### src/hdl/pcte_pkg.sv
// Shared types and codes for the Pruefer code to tree edge decoder.
// No dependencies; imported by prufer_code_to_tree_edges_unit.
package pcte_pkg;

    localparam int SYM_W  = 6;   // node label / code symbol width
    localparam int NC_W   = 7;   // node count register width
    localparam int OCC_W  = 6;   // occurrence counter width
    localparam int STAT_W = 2;

    typedef logic [SYM_W-1:0]  sym_t;
    typedef logic [NC_W-1:0]   ncount_t;
    typedef logic [OCC_W-1:0]  occ_t;
    typedef logic [STAT_W-1:0] status_t;

    localparam logic OP_PUSH   = 1'b0;
    localparam logic OP_DECODE = 1'b1;

    localparam status_t ST_OK     = 2'd0;
    localparam status_t ST_LENGTH = 2'd1;
    localparam status_t ST_RANGE  = 2'd2;
    localparam status_t ST_FULL   = 2'd3;

endpackage

### src/hdl/prufer_code_to_tree_edges_unit.sv
// Pruefer code decoder top level: code store, occurrence counters and sequencer.
// Depends on pcte_pkg (types, op and status codes).
// Push: a stored word writes back its count in S_PUSH_WR, busy high for one cycle; an error word follows the accept.
// Decode of L symbols (n = node_count): a stale check of each stored symbol, then for
// each symbol leaf probes as needed, a fetch of it and its count and an edge, and then
// a closing edge to node n-1. Each word is registered from its step, never stalled.
// Reset: async, active low; counters cleared at once through per-node valid bits.

module prufer_code_to_tree_edges_unit #(
    parameter int MAX_NODES = 64
) (
    input  logic                clk,
    input  logic                rst_n,
    // command channel
    input  logic                start,
    output logic                busy,
    input  logic                op,
    input  pcte_pkg::sym_t      code_symbol,
    // configuration write channel (node_count)
    input  logic                cfg_valid,
    output logic                cfg_ready,
    input  pcte_pkg::ncount_t   cfg_data,
    // result words
    output logic                result_strobe,
    output pcte_pkg::sym_t      edge_leaf,
    output pcte_pkg::sym_t      edge_other,
    output logic                last_edge,
    output pcte_pkg::status_t   status
);

    import pcte_pkg::*;

    // Sizing. Node labels index the counter memory, the store holds n-2 symbols.
    localparam int STORE_DEPTH = MAX_NODES - 2;
    localparam int NODE_W      = $clog2(MAX_NODES);
    localparam int SA_W        = (STORE_DEPTH > 1) ? $clog2(STORE_DEPTH) : 1;
    localparam int CNT_W       = $clog2(STORE_DEPTH + 1);
    localparam int PTR_W       = NODE_W + 1;          // pointer may reach n
    localparam ncount_t MAX_N  = NC_W'(MAX_NODES);
    localparam logic [CNT_W-1:0] STORE_FULL = CNT_W'(STORE_DEPTH);

    // Sequencer states
    localparam logic [3:0] S_IDLE     = 4'd0;
    localparam logic [3:0] S_PUSH_WR  = 4'd1;  // write back incremented count
    localparam logic [3:0] S_CHK_RD   = 4'd2;  // read stored symbol for stale check
    localparam logic [3:0] S_CHK_CMP  = 4'd3;
    localparam logic [3:0] S_LEAF_RD  = 4'd4;  // probe count at pointer
    localparam logic [3:0] S_LEAF_CHK = 4'd5;
    localparam logic [3:0] S_SYM_RD   = 4'd6;  // fetch next code symbol
    localparam logic [3:0] S_CNT_RD   = 4'd7;  // fetch its remaining count
    localparam logic [3:0] S_EMIT     = 4'd8;  // emit edge, decrement count
    localparam logic [3:0] S_FINAL    = 4'd9;  // closing edge to node n-1

    typedef logic [NODE_W-1:0] node_t;

    // Control registers
    logic [3:0]        state_reg,   state_next;
    ncount_t           ncount_reg,  ncount_next;
    logic [CNT_W-1:0]  loaded_reg,  loaded_next;
    logic [CNT_W-1:0]  idx_reg,     idx_next;
    logic [PTR_W-1:0]  ptr_reg,     ptr_next;
    node_t             leaf_reg,    leaf_next;
    node_t             sym_reg,     sym_next;
    logic [MAX_NODES-1:0] occ_vld_reg, occ_vld_next;
    logic              strobe_reg,  strobe_next;

    // Result payload
    sym_t              leaf_out_reg,  leaf_out_next;
    sym_t              other_out_reg, other_out_next;
    logic              last_out_reg,  last_out_next;
    status_t           stat_out_reg,  stat_out_next;

    // Memories
    sym_t              store_mem [STORE_DEPTH];
    occ_t              occ_mem   [MAX_NODES];
    logic              store_we;
    logic [SA_W-1:0]   store_waddr;
    logic [SA_W-1:0]   store_raddr;
    sym_t              store_rd_reg;
    logic              occ_we;
    node_t             occ_waddr;
    occ_t              occ_wdata;
    node_t             occ_raddr;
    occ_t              occ_rd_reg;
    logic              occ_rvld_reg;

    logic              take;
    logic              dec_bad;
    occ_t              occ_q;
    occ_t              occ_dec;
    ncount_t           n_minus1;

    assign busy      = (state_reg != S_IDLE);
    assign cfg_ready = ~busy;
    assign take      = start & ~busy;

    // A counter whose valid bit is clear reads as zero.
    assign occ_q    = occ_rvld_reg ? occ_rd_reg : '0;
    assign occ_dec  = (occ_q == '0) ? '0 : occ_q - OCC_W'(1);
    assign n_minus1 = ncount_reg - NC_W'(1);

    // Length or node-count fault at decode: loaded must equal n-2, n in 2..MAX.
    assign dec_bad = ((NC_W'(loaded_reg) + NC_W'(2)) != ncount_reg) || (ncount_reg > MAX_N);

    always_comb
    begin
        state_next     = state_reg;
        ncount_next    = ncount_reg;
        loaded_next    = loaded_reg;
        idx_next       = idx_reg;
        ptr_next       = ptr_reg;
        leaf_next      = leaf_reg;
        sym_next       = sym_reg;
        occ_vld_next   = occ_vld_reg;
        strobe_next    = 1'b0;
        leaf_out_next  = leaf_out_reg;
        other_out_next = other_out_reg;
        last_out_next  = last_out_reg;
        stat_out_next  = stat_out_reg;

        store_we    = 1'b0;
        store_waddr = loaded_reg[SA_W-1:0];
        store_raddr = idx_reg[SA_W-1:0];
        occ_we      = 1'b0;
        occ_waddr   = sym_reg;
        occ_wdata   = occ_dec;
        occ_raddr   = sym_reg;

        if (cfg_valid && cfg_ready)
        begin
            ncount_next = cfg_data;
        end

        case (state_reg)
            S_IDLE:
            begin
                if (take && op == OP_PUSH)
                begin
                    if (loaded_reg >= STORE_FULL)
                    begin
                        // full store: drop the symbol
                        strobe_next    = 1'b1;
                        leaf_out_next  = '0;
                        other_out_next = '0;
                        last_out_next  = 1'b1;
                        stat_out_next  = ST_FULL;
                    end
                    else if ((NC_W'(code_symbol) >= ncount_reg) ||
                             (NC_W'(code_symbol) >= MAX_N))
                    begin
                        strobe_next    = 1'b1;
                        leaf_out_next  = '0;
                        other_out_next = '0;
                        last_out_next  = 1'b1;
                        stat_out_next  = ST_RANGE;
                    end
                    else
                    begin
                        // store symbol, fetch its count for the increment
                        store_we    = 1'b1;
                        loaded_next = loaded_reg + CNT_W'(1);
                        sym_next    = code_symbol[NODE_W-1:0];
                        occ_raddr   = code_symbol[NODE_W-1:0];
                        state_next  = S_PUSH_WR;
                    end
                end
                else if (take && op == OP_DECODE)
                begin
                    if (dec_bad)
                    begin
                        strobe_next    = 1'b1;
                        leaf_out_next  = '0;
                        other_out_next = '0;
                        last_out_next  = 1'b1;
                        stat_out_next  = ST_LENGTH;
                        occ_vld_next   = '0;
                        loaded_next    = '0;
                    end
                    else
                    begin
                        idx_next   = '0;
                        ptr_next   = '0;
                        state_next = (loaded_reg == '0) ? S_LEAF_RD : S_CHK_RD;
                    end
                end
            end

            S_PUSH_WR:
            begin
                occ_we                 = 1'b1;
                occ_wdata              = occ_q + OCC_W'(1);
                occ_vld_next[sym_reg]  = 1'b1;
                state_next             = S_IDLE;
            end

            S_CHK_RD:
            begin
                state_next = S_CHK_CMP;
            end

            S_CHK_CMP:
            begin
                // a symbol pushed under a larger node count is now stale
                if (NC_W'(store_rd_reg) >= ncount_reg)
                begin
                    strobe_next    = 1'b1;
                    leaf_out_next  = '0;
                    other_out_next = '0;
                    last_out_next  = 1'b1;
                    stat_out_next  = ST_RANGE;
                    occ_vld_next   = '0;
                    loaded_next    = '0;
                    state_next     = S_IDLE;
                end
                else if ((idx_reg + CNT_W'(1)) == loaded_reg)
                begin
                    idx_next   = '0;
                    ptr_next   = '0;
                    state_next = S_LEAF_RD;
                end
                else
                begin
                    idx_next   = idx_reg + CNT_W'(1);
                    state_next = S_CHK_RD;
                end
            end

            S_LEAF_RD:
            begin
                if (NC_W'(ptr_reg) >= ncount_reg)
                begin
                    // no leaf left below n: fall back to node n-1
                    ptr_next   = PTR_W'(n_minus1);
                    leaf_next  = NODE_W'(n_minus1);
                    state_next = (idx_reg < loaded_reg) ? S_SYM_RD : S_FINAL;
                end
                else
                begin
                    occ_raddr  = ptr_reg[NODE_W-1:0];
                    state_next = S_LEAF_CHK;
                end
            end

            S_LEAF_CHK:
            begin
                // degree one means no remaining occurrences
                if (occ_q == '0)
                begin
                    leaf_next  = ptr_reg[NODE_W-1:0];
                    state_next = (idx_reg < loaded_reg) ? S_SYM_RD : S_FINAL;
                end
                else
                begin
                    ptr_next   = ptr_reg + PTR_W'(1);
                    state_next = S_LEAF_RD;
                end
            end

            S_SYM_RD:
            begin
                state_next = S_CNT_RD;
            end

            S_CNT_RD:
            begin
                sym_next   = store_rd_reg[NODE_W-1:0];
                occ_raddr  = store_rd_reg[NODE_W-1:0];
                state_next = S_EMIT;
            end

            S_EMIT:
            begin
                strobe_next    = 1'b1;
                leaf_out_next  = SYM_W'(leaf_reg);
                other_out_next = SYM_W'(sym_reg);
                last_out_next  = 1'b0;
                stat_out_next  = ST_OK;
                occ_we         = 1'b1;
                idx_next       = idx_reg + CNT_W'(1);
                if ((occ_dec == '0) && (PTR_W'(sym_reg) < ptr_reg))
                begin
                    // symbol just became a leaf behind the pointer: take it now
                    leaf_next  = sym_reg;
                    state_next = (idx_next < loaded_reg) ? S_SYM_RD : S_FINAL;
                end
                else
                begin
                    ptr_next   = ptr_reg + PTR_W'(1);
                    state_next = S_LEAF_RD;
                end
            end

            S_FINAL:
            begin
                strobe_next    = 1'b1;
                leaf_out_next  = SYM_W'(leaf_reg);
                other_out_next = SYM_W'(n_minus1);
                last_out_next  = 1'b1;
                stat_out_next  = ST_OK;
                occ_vld_next   = '0;
                loaded_next    = '0;
                state_next     = S_IDLE;
            end

            default:
            begin
                state_next = S_IDLE;
            end
        endcase
    end

    always_ff @(posedge clk or negedge rst_n)
    begin
        if (!rst_n)
        begin
            state_reg   <= S_IDLE;
            ncount_reg  <= NC_W'(2);
            loaded_reg  <= '0;
            idx_reg     <= '0;
            ptr_reg     <= '0;
            leaf_reg    <= '0;
            sym_reg     <= '0;
            occ_vld_reg <= '0;
            strobe_reg  <= 1'b0;
        end
        else
        begin
            state_reg   <= state_next;
            ncount_reg  <= ncount_next;
            loaded_reg  <= loaded_next;
            idx_reg     <= idx_next;
            ptr_reg     <= ptr_next;
            leaf_reg    <= leaf_next;
            sym_reg     <= sym_next;
            occ_vld_reg <= occ_vld_next;
            strobe_reg  <= strobe_next;
        end
    end

    // Result payload: no reset, qualified by the strobe
    always_ff @(posedge clk)
    begin
        leaf_out_reg  <= leaf_out_next;
        other_out_reg <= other_out_next;
        last_out_reg  <= last_out_next;
        stat_out_reg  <= stat_out_next;
    end

    // Code store: one write, one registered read
    always_ff @(posedge clk)
    begin
        if (store_we)
        begin
            store_mem[store_waddr] <= code_symbol;
        end
        store_rd_reg <= store_mem[store_raddr];
    end

    // Occurrence counters: one write, one registered read with its valid bit
    always_ff @(posedge clk)
    begin
        if (occ_we)
        begin
            occ_mem[occ_waddr] <= occ_wdata;
        end
        occ_rd_reg   <= occ_mem[occ_raddr];
        occ_rvld_reg <= occ_vld_reg[occ_raddr];
    end

    assign result_strobe = strobe_reg;
    assign edge_leaf     = leaf_out_reg;
    assign edge_other    = other_out_reg;
    assign last_edge     = last_out_reg;
    assign status        = stat_out_reg;

    // Error words carry zero endpoints.
    a_err_zero: assert property (@(posedge clk) disable iff (!rst_n)
        (result_strobe && status != ST_OK) |->
            (last_edge && edge_leaf == '0 && edge_other == '0))
        else $error("error word with non-zero endpoints");

    // A decode with a bad length is answered in the next cycle.
    a_len_err: assert property (@(posedge clk) disable iff (!rst_n)
        (take && op == OP_DECODE && dec_bad) |=>
            (result_strobe && status == ST_LENGTH && !busy))
        else $error("length fault not reported");

    // A finished decode leaves the load cleared.
    a_cleared: assert property (@(posedge clk) disable iff (!rst_n)
        (result_strobe && last_edge && (status == ST_OK || status == ST_LENGTH)) |->
            (loaded_reg == '0 && occ_vld_reg == '0))
        else $error("load not cleared after decode");

    // The leaf pointer never runs past n during a run.
    a_ptr_bound: assert property (@(posedge clk) disable iff (!rst_n)
        (busy && state_reg != S_PUSH_WR) |-> (NC_W'(ptr_reg) <= ncount_reg))
        else $error("leaf pointer beyond node count");

endmodule
### config.mk
export PLATFORM = sky130hd
export DESIGN_NAME = prufer_code_to_tree_edges_unit
export DESIGN_NICKNAME = d
export VERILOG_FILES = /design/src/hdl/pcte_pkg.sv /design/src/hdl/prufer_code_to_tree_edges_unit.sv
export SDC_FILE = /design/constraint.sdc
export NUM_CORES = 1
export LEC_CHECK = 0
export ABC_CLOCK_PERIOD_IN_PS = 6100
export BUFFER_PORTS_ARGS = -buffer_cell sky130_fd_sc_hd__buf_2
export CAP_MARGIN = 25
export CELL_PAD_IN_SITES_DETAIL_PLACEMENT = 0
export CELL_PAD_IN_SITES_GLOBAL_PLACEMENT = 1
export CORE_MARGIN = 1
export CORE_UTILIZATION = 45
export DETAILED_ROUTE_END_ITERATION = 8
export HOLD_SLACK_MARGIN = 0.15
export MAX_ROUTING_LAYER = met4
export PLACE_DENSITY_LB_ADDON = 0.2
export SLEW_MARGIN = 25
export SYNTH_ARGS = -nofsm -noshare
export SYNTH_HDL_FRONTEND = slang
export SYNTH_SLANG_ARGS = --single-unit
### constraint.sdc
create_clock -name clk -period 6.1 [get_ports clk]
set_input_delay 0.915 -clock clk [delete_from_list [all_inputs] [get_ports clk]]
set_output_delay 0.915 -clock clk [all_outputs]
set_load 0.01 [all_outputs]
# [Word-level counts from Yosys, hierarchy flattened]
# Memory sizes are Yosys's and may differ from the RTL's. A register that Yosys moved wholly into a read port is not among the register bits.
# Cells that the tools add are included.
[op_classes] bitwise_logic=4 reduce_logical=29 n_eq_ne=29 n_mux=93 addsub=7 order_cmp=11
[op_table] cell="64-bit 2-to-1 mux" count=4
[op_table] cell="64-bit case mux with 4 select lines" count=1
[op_table] cell="6-bit 2-to-1 mux" count=24
[op_table] cell="6-bit case mux with 3 select lines" count=5
[op_table] cell="64-bit OR" count=1
[op_table] cell="7-bit 2-to-1 mux" count=8
[op_table] cell="4-bit 2-to-1 mux" count=10
[op_table] cell="7-bit case mux with 5 select lines" count=1
[op_table] cell="4-bit case mux with 8 select lines" count=1
[op_table] cell="2-bit inequality test (second input constant)" count=12
[op_table] cell="6-bit case mux with 4 select lines" count=1
[op_table] cell="1-bit 2-to-1 mux" count=23
[op_table] cell="5-bit AND reduction" count=4
[op_table] cell="6-bit by 1-bit adder with 6-bit output (second input constant)" count=3
[op_table] cell="6-bit zero test" count=3
[op_table] cell="4-bit by 3-bit == test with 1-bit output (second input constant)" count=4
[op_table] cell="3-bit inequality test (second input constant)" count=5
[op_table] cell="6-bit by 7-bit >= comparator with 1-bit output" count=2
[op_table] cell="6-bit by 7-bit < comparator with 1-bit output (second input constant)" count=2
[op_table] cell="6-bit < comparator" count=2
[op_table] cell="2-bit 2-to-1 mux" count=6
[op_table] cell="6-bit case mux with 2 select lines" count=1
[op_table] cell="3-bit nonzero test" count=4
[op_table] cell="4-bit nonzero test" count=3
[op_table] cell="other kinds (32)" count=43
[word_totals] inputBits=18 mem_count=2 reg_bits=123 wordCells=189 output_inout_bits=18 ramBits=756
[mem_list] memory="occ_mem" depth=64 word_bits=6 rd=1 rd_ports_with_merged_regs=1 write_ports=1 line="prufer_code_to_tree_edges_unit.sv:75" rtl="occ_t occ_mem [MAX_NODES];"
[mem_list] memory="store_mem" depth=62 word_bits=6 rd=1 rd_ports_with_merged_regs=1 write_ports=1 line="prufer_code_to_tree_edges_unit.sv:74" rtl="sym_t store_mem [STORE_DEPTH];"

# [Logic depth before layout (Yosys ltp)]
# Gate-level depths: netlist of run 1.
[logic_depth] depth_word=8 mapped_depth=16 ltp_nobuf=12

# [Least setup slack after synthesis of run 1]
# No wires, ideal clock.
[synth_path] path_kind="flip-flop to flip-flop" from="register occ_rvld_reg" to="memory occ_mem[0][3] (netlist bit) (data pin)" period_less_slack_ns=4.617 n_path_buf=1 setup_ns=0.729 path_slack_ns=1.483 stages_incl_launch_ff=7 arrival_time_ns=3.888 cell_sequence="dfxtp_1 > clkbuf_1 > nand2_1 > ha_1 > nand2_1 > inv_1 > o32ai_1"
[synth_via] elab_chain_len=4 elab_cells_between_ends=6 classes_between="add/sub (2); mux (3); reduce/logical (1)"
[synth_lines] item="from (decl)" line="prufer_code_to_tree_edges_unit.sv:85" rtl="logic occ_rvld_reg;"
[synth_lines] item="from (signal assigned)" line="prufer_code_to_tree_edges_unit.sv:367" rtl="occ_rvld_reg <= occ_vld_reg[occ_raddr];"
[synth_lines] item="6-bit 2-to-1 mux *" line="prufer_code_to_tree_edges_unit.sv:98" rtl="assign occ_q = occ_rvld_reg ? occ_rd_reg : '0;"
[synth_lines] item="6-bit by 1-bit subtractor with 6-bit output / 6-bit zero test (equally long branches)" line="prufer_code_to_tree_edges_unit.sv:99" rtl="assign occ_dec = (occ_q == '0) ? '0 : occ_q - OCC_W'(1);"
[synth_lines] item="6-bit 2-to-1 mux" line="prufer_code_to_tree_edges_unit.sv:99"
[synth_lines] item="6-bit 2-to-1 mux *" line="prufer_code_to_tree_edges_unit.sv:134" rtl="case (state_reg)"
[synth_lines] item="named net occ_wdata[3]" line="prufer_code_to_tree_edges_unit.sv:82" rtl="occ_t occ_wdata;"
[synth_lines] item="to (decl)" line="prufer_code_to_tree_edges_unit.sv:75"
# The timed path passes the listed nets; every way through them passes the cells marked *.

# [Final worst setup path of run 1]
[layout_path] from="register ncount_reg[1]" to="register occ_rd_reg[4], read port of occ_mem"
[layout_via] elab_chain_len=5 elab_cells_between_ends=7 classes_between="order compare (2); mux (5)"
[layout_lines] item="from (decl)" line="prufer_code_to_tree_edges_unit.sv:58" rtl="ncount_t ncount_reg, ncount_next;"
[layout_lines] item="from (signal assigned)" line="prufer_code_to_tree_edges_unit.sv:329" rtl="ncount_reg <= ncount_next;"
[layout_lines] item="6-bit by 7-bit >= comparator with 1-bit output" line="prufer_code_to_tree_edges_unit.sv:148" rtl="else if ((NC_W'(code_symbol) >= ncount_reg) ||"
[layout_lines] item="6-bit 2-to-1 mux (2 in series)"
[layout_lines] item="6-bit 2-to-1 mux" line="prufer_code_to_tree_edges_unit.sv:137" rtl="if (take && op == OP_PUSH)"
[layout_lines] item="6-bit case mux with 3 select lines *" line="prufer_code_to_tree_edges_unit.sv:134"
[layout_lines] item="to (decl)" line="prufer_code_to_tree_edges_unit.sv:84" rtl="occ_t occ_rd_reg;"
# Mark *: on every way between the ends. The rest lies on a longest branch, timed or not.
# A chain may end at the register's enable or synchronous reset.

==> results of run 1 <==
[per-layer routing]
metal | share of wire, % | track usage [%] | wire [um] | up-vias
met5 | 0 | - | 0 | -
met4 | 2.4 | 6.682 | 2529 | 0
met3 | 6.7 | 4.011 | 6963 | 181
met2 | 49 | 40.23 | 51200 | 906
met1 | 42 | 32.97 | 43070 | 11960
li1 | - | - | - | 10270
[cells by family after synthesis]
| logic type | share of synthesized area, % |
|---|---|
| buf+inv | 2.584 |
| simple gates | 8.098 |
| fa+ha+maj | 1.633 |
| mux | 7.823 |
| compound gates | 11.19 |
| flops | 68.12 |
| xor+xnor | 0.5488 |
[worst register-to-register path, cell delays in order, from the launching register on]
cell      delay, ns
dfstp_2        0.62
inv_1          0.20
ha_1           0.34
a211o_1        0.26
a211oi_2       0.62
a21oi_1        0.31
o21ai_2        0.39
nand2_4        0.38
buf_4          0.38
o32ai_1        0.37
o32ai_1        0.15
o31ai_1        0.67
nand4_1        0.16
[through the flow]
step / hold WS (ns) / worst slack [ns] / std cells / util (%) / area, sq um
global route: 0.2754 / 0.8818 / 3811 / 51.18 / 42970
detailed placement: 0.4769 / 0.9463 / 3630 / 47.38 / 39770
CTS: 0.2328 / 1.082 / 3811 / 51.18 / 42970
finish: 0.2519 / 1.128 / 3811 / 51.18 / 42970
floorplan: 0.4529 / 1.483 / 2592 / - / 38300
global placement: 0.4668 / 1.045 / 3629 / 47.34 / 39750
[layout by cell type, fill, tap and decap left out, types with 27 or more instances in the layout]
cell type / n
and3_1: 147
nand2_1: 138
inv_1: 33
clkbuf_16: 96
o32ai_1: 44
dfrtp_1: 103
a21boi_0: 31
a31oi_1: 71
ha_1: 50
o21ai_0: 35
nand3_1: 27
buf_2: 34
a21oi_1: 93
a211oi_1: 195
mux4_2: 120
nor2_1: 239
edfxtp_1: 771
buf_4: 61
[synthesized netlist by cell type (7+ instances only)]
cell	n
a211oi_1	195
a21boi_0	31
a21boi_1	11
a21o_1	12
a21oi_1	94
a22oi_1	7
a31oi_1	72
a32o_1	21
and2_1	10
and3_1	147
buf_1	26
buf_2	24
buf_4	7
buf_6	7
clkbuf_1	133
dfrtp_1	106
dfxtp_1	13
edfxtp_1	771
ha_1	50
inv_1	33
mux2_2	19
mux2i_1	8
mux4_2	120
nand2_1	140
nand2b_1	11
nand3_1	27
nand4_1	11
nor2_1	239
nor2b_1	9
nor3_1	15
nor3b_1	9
o21ai_0	36
o31ai_1	27
o32ai_1	45
or3_1	7
xnor2_1	15
xor2_1	9
[final cells by class]
cell class,instances,area (sq um),share of cell area [%]
flip-flops and latches,891,26100,60.74
multi-input cells,1467,11350,26.43
clock buffers,123,2574,5.990
well taps,1134,1419,3.302
repair buffers,102,763.2,1.776
clock inverters,58,621.8,1.447
inverters,36,136.4,0.3174
[final timing paths]
check                                startpoint              end  slack [ns]  depth (start not counted)
worst max-delay path              ncount_reg[1]    occ_rd_reg[4]        1.13                         12
worst min-delay path                      rst_n    loaded_reg[4]        0.25                          1
worst max register to register    ncount_reg[1]    occ_rd_reg[4]        1.13                         12
worst min register to register  occ_vld_reg[36]  occ_vld_reg[36]        0.49                          2
max in group asynchronous                 rst_n  occ_vld_reg[52]        4.55                          2
min in group clk                    cfg_data[6]    ncount_reg[6]        0.48                          2
[power breakdown]
group          internal (uW)  switching, uW
Combinational           2580           6160
Clock                   3360           2490
Sequential              7600            352
Total                  13500           9000
==> flow_summary.ini, run 1 <==
[placement]
place.gp.congestion = 0.8876
hpwl_um = 65780
port_buffers = 35

[sta]
tns_ns = 0
grt_setup_unrepaired = no
relSlewSlack_pct = 32.09
setup_viol = 0
tightestPinTransition_ns = 1.016
finalCritPeriodShare_pct = 81.50
clock_skew_ns = 0.04261
period_needed_ns = 4.972
final_hold_viol_count = 0
slew_violations = 0
fmax_ghz = 0.2011

[setup_path]
path_class = reg2reg
cp_slowest_cell = o31ai_1
critPathRequiredTime_ns = 6.63
endpoint_kind = flip-flop
crit_buf_inv = 2
cp_data_arrival_time_ns = 5.50
start_kind = flip-flop
critical_path.max_fanout = 34
crit_chain = inv_1, ha_1, a211o_1, a211oi_2, a21oi_1, o21ai_2, nand2_4, buf_4, o32ai_1, o32ai_1, o31ai_1, nand4_1
crit_family = compound AO/OA/AOI/OAI gates
critPathMostFrequentCell = o32ai_1
critPathMaxStageDelay_ns = 0.67

[clock_network]
cts_tree = built
clk_path_buf_depth = 3
cts_setup_buffers = 0
cts.sinks = 891
clock_latency_ns = 0.69
cts-root-buf = clkbuf_16
path_clk_slew_ns = 0.06
ctsHoldBuffers = 0
cts_buffers = 96
cts_resized = 0
h-tree-depth = 3

[logic_synthesis]
yosysTopAreaCellShare_pct = 60.44
synth_top_area_cell = edfxtp_1
avgSynthCellArea_sq_um = 14.78
synth_area_sq_mm = 0.03830
synth-edff-count = 771
synth_ff_type = edfxtp_1
synth_cell_types = 77
ys_top_cells_by_area = edfxtp_1 (60%), mux4_2 (7.1%), dfrtp_1 (6.9%)
synth_seq_cells = 891
synth_nets = 2660
yosysWarnings = 0
ys_seq_area_share_pct = 68.12
synth_cells = 2592
synth_async_sr_flop_share_pct = 12.01

[hold_path]
worstHoldPathType = in2async

[global_route]
antenna_found_initial = 1
grt_max_degree = 104
grt_usage_pct = 24.95
grt_pass1_vias = 23310
grt_pass1_wl_um = 154800
grt_overflow_total = 0

[die]
core_area_sq_mm = 0.08395
die_area_sq_mm = 0.08629
fp.dieH_um = 293.8
die_x_um = 293.8
initial_utilization_pct = 45.62
io_pins = 36
fp-row-count = 106

[status]
outcome = completed

[job]
maxCapViolCount = 0

[pwr]
power_density_mw_per_mm2 = 524.5
peakVddDrop_uv = 474.9
total_power_uw = 22540
leakage_uw = 0.01443

[layout]
fillCellCount = 7002
area_growth_pct = 12.18
drive_gt1_share_pct = 15.95
largest_register_ff_count = 384
final_nets = 2662
diodes = 0

[detailed_routing]
wl_um = 103800
initialDrtViolationCount = 2167
final_antenna_net_count = 0
wl_per_cell_um = 27.23
num_vias = 23320
via_per_inst = 6.118
first_pass_iters = 6
route.detailed.drc = 0
(Power assumes the default switching activity.)
==> inputs of run 2 (changes only) <==
--- a/config.mk
+++ b/config.mk
@@ -5,7 +5,7 @@
 export SDC_FILE = /design/constraint.sdc
 export NUM_CORES = 1
 export LEC_CHECK = 0
-export ABC_CLOCK_PERIOD_IN_PS = 6100
+export ABC_CLOCK_PERIOD_IN_PS = 4100
 export BUFFER_PORTS_ARGS = -buffer_cell sky130_fd_sc_hd__buf_2
 export CAP_MARGIN = 25
 export CELL_PAD_IN_SITES_DETAIL_PLACEMENT = 0
==> constraint.sdc (replaced) <==
create_clock -name clk -period 4.1 [get_ports clk]
set_input_delay 0.615 -clock clk [delete_from_list [all_inputs] [get_ports clk]]
set_output_delay 0.615 -clock clk [all_outputs]
set_load 0.01 [all_outputs]
==> flow_summary.ini, run 2 (synthesis results as in run 1) <==
[status]
outcome = completed

[job]
maxCapViolCount = 0

[setup_path]
critPathMaxStageDelay_ns = 0.53
critical_path.startpoint = ncount_reg[1]
crit_chain = inv_1, ha_1, nand2_1, o21ai_1, a211oi_4, buf_4, nor2_4, o21ai_4, buf_12, buf_12, and3_1, a211oi_1, a211oi_1, o41ai_2, buf_4, nand4_1
reg2reg_from = ncount_reg[1]
cp_slowest_cell = dfstp_2
critPathRequiredTime_ns = 4.62
endpoint_kind = flip-flop
crit_family = compound AO/OA/AOI/OAI gates
start_kind = flip-flop
cp_data_arrival_time_ns = 4.45
critical_path.max_fanout = 87
path_class = reg2reg
crit_buf_inv = 5

[clock_network]
clk_path_buf_depth = 3
cts_buffers = 94
h-tree-depth = 3
clock_latency_ns = 0.68
cts-root-buf = clkbuf_16
cts.sinks = 891
cts_tree = built
path_clk_slew_ns = 0.06

[global_route]
grt_overflow_total = 0
grt.busiest_layer = met2
use_met2_pct = 40.66
antenna_found_initial = 0
met1_usage_pct = 33.70
grt_pass1_wl_um = 158300
grt_pass1_vias = 24190
grt_use_met3_pct = 3.573
grt_max_degree = 92
grt_usage_pct = 25.37

[hold_path]
worstHoldPathType = in2reg
worstHoldStart = cfg_data[5]

[sta]
grt_setup_unrepaired = no
finalCritPeriodShare_pct = 95.93
setup_slack_ns = 0.1667
tightestPinTransition_ns = 1.044
relSlewSlack_pct = 30.22
fmax_ghz = 0.2542
clock_skew_ns = 0.03673
tns_ns = 0
final_hold_viol_count = 0
slew_violations = 0
period_needed_ns = 3.933
setup_viol = 0

[layout]
final_common_cell = edfxtp_1
diodes = 0
finalInstanceArea_sq_mm = 0.04416
final_nets = 2763
area_growth_pct = 15.29
drive_gt1_share_pct = 19.13
largest_register_ff_count = 384
layout_common_cells = edfxtp_1 (771), nor2_1 (239), a211oi_1 (195)
fillCellCount = 6910
final-instance-count-excl-fill = 3904

[die]
io_pins = 36
initial_utilization_pct = 45.62
fp-row-count = 106
die_x_um = 293.8
die_area_sq_mm = 0.08629
fp.dieH_um = 293.8
core_area_sq_mm = 0.08395

[pwr]
leakage_uw = 0.01508
power_density_mw_per_mm2 = 809.5
peakVddDrop_uv = 530.4

[detailed_routing]
wl_um = 105200
first_pass_iters = 7
num_vias = 23750
route.detailed.drc = 0
wl_per_cell_um = 26.95
final_antenna_net_count = 0
initialDrtViolationCount = 2344
via_per_inst = 6.083

[placement]
placed_area_sq_mm = 0.04075
post-place-cells = 3728
place_worst_setup_slack_ns = -0.3452
place.gp.congestion = 0.8902
hpwl_um = 67730
port_buffers = 35
[run 2: cell count changes in the layout (fill, tap and decap cells not counted), moves of 2 or more]
cell / before / now
buf_4: 61 / 141
buf_12: 6 / 26
bufinv_16: 8 / 17
clkbuf_1: 20 / 11
clkinv_2: 25 / 19
clkbuf_8: 7 / 4
dlygate4sd3_1: 0 / 3
inv_16: 3 / 0
clkbuf_16: 96 / 98
[run 2: what timing repair did]
item | 4_1_cts | 5_1_grt
hold buffers | 3 | 0
gates resized for setup | 3 | 5
pin swaps | 0 | 2
buffers inserted | 0 | 2
endpoints found under the hold margin | 47 | 0
endpoints found under the setup margin | 3 | 7
[run 2: path summary, 6_finish.rpt]
check / to / slack [ns] / cells past startpoint
max in group asynchronous: occ_vld_reg[20] / 2.59 / 3
min reg2reg: occ_vld_reg[54] / 0.49 / 2
max: occ_rd_reg[5] / 0.17 / 16
min: ncount_reg[5] / 0.21 / 2
min in group asynchronous: occ_vld_reg[6] / 0.54 / 2
max reg2reg: occ_rd_reg[5] / 0.17 / 16
[run 2: worst register-to-register path: stages (launching register included)]
cell	delay, ns
dfstp_2	0.53
inv_1	0.15
ha_1	0.33
nand2_1	0.05
o21ai_1	0.25
a211oi_4	0.09
buf_4	0.18
nor2_4	0.18
o21ai_4	0.12
buf_12	0.24
buf_12	0.27
and3_1	0.19
a211oi_1	0.30
a211oi_1	0.13
o41ai_2	0.50
buf_4	0.19
nand4_1	0.08
[run 2: final cells by class]
type	instances	area, sq um	area share, %
Multi-Input combinational cell	1467	11380	25.77
Sequential cell	891	26100	59.11
Tap cell	1134	1419	3.213
Clock inverter	58	782.0	1.771
Clock buffer	113	2549	5.772
Inverter	36	136.4	0.3088
Timing Repair Buffer	205	1790	4.055
[run 2: through the flow]
stage	hold slack, ns	util (%)	total power [uW]
6_report	0.2103	52.60	35750
5_1_grt	0.1788	52.60	37300
4_1_cts	0.1591	52.55	35780
3_5_place_dp	0.4761	48.53	26630
3_3_place_gp	0.4694	48.53	26570
2_1_floorplan	0.3194	-	20130
[run 2: routing by layer]
metal	vias to the layer above	part of all wire (%)
li1	10460	-
met2	825	49
met1	12270	42
met3	192	5.6
met4	0	3.1
met5	-	0
[run 2: where the power goes]
part	internal (uW)	switching, uW	total [uW]
registers	11300	491	11800
clock network	5510	3580	9090
logic	5160	9700	14900
total	22000	13800	35700
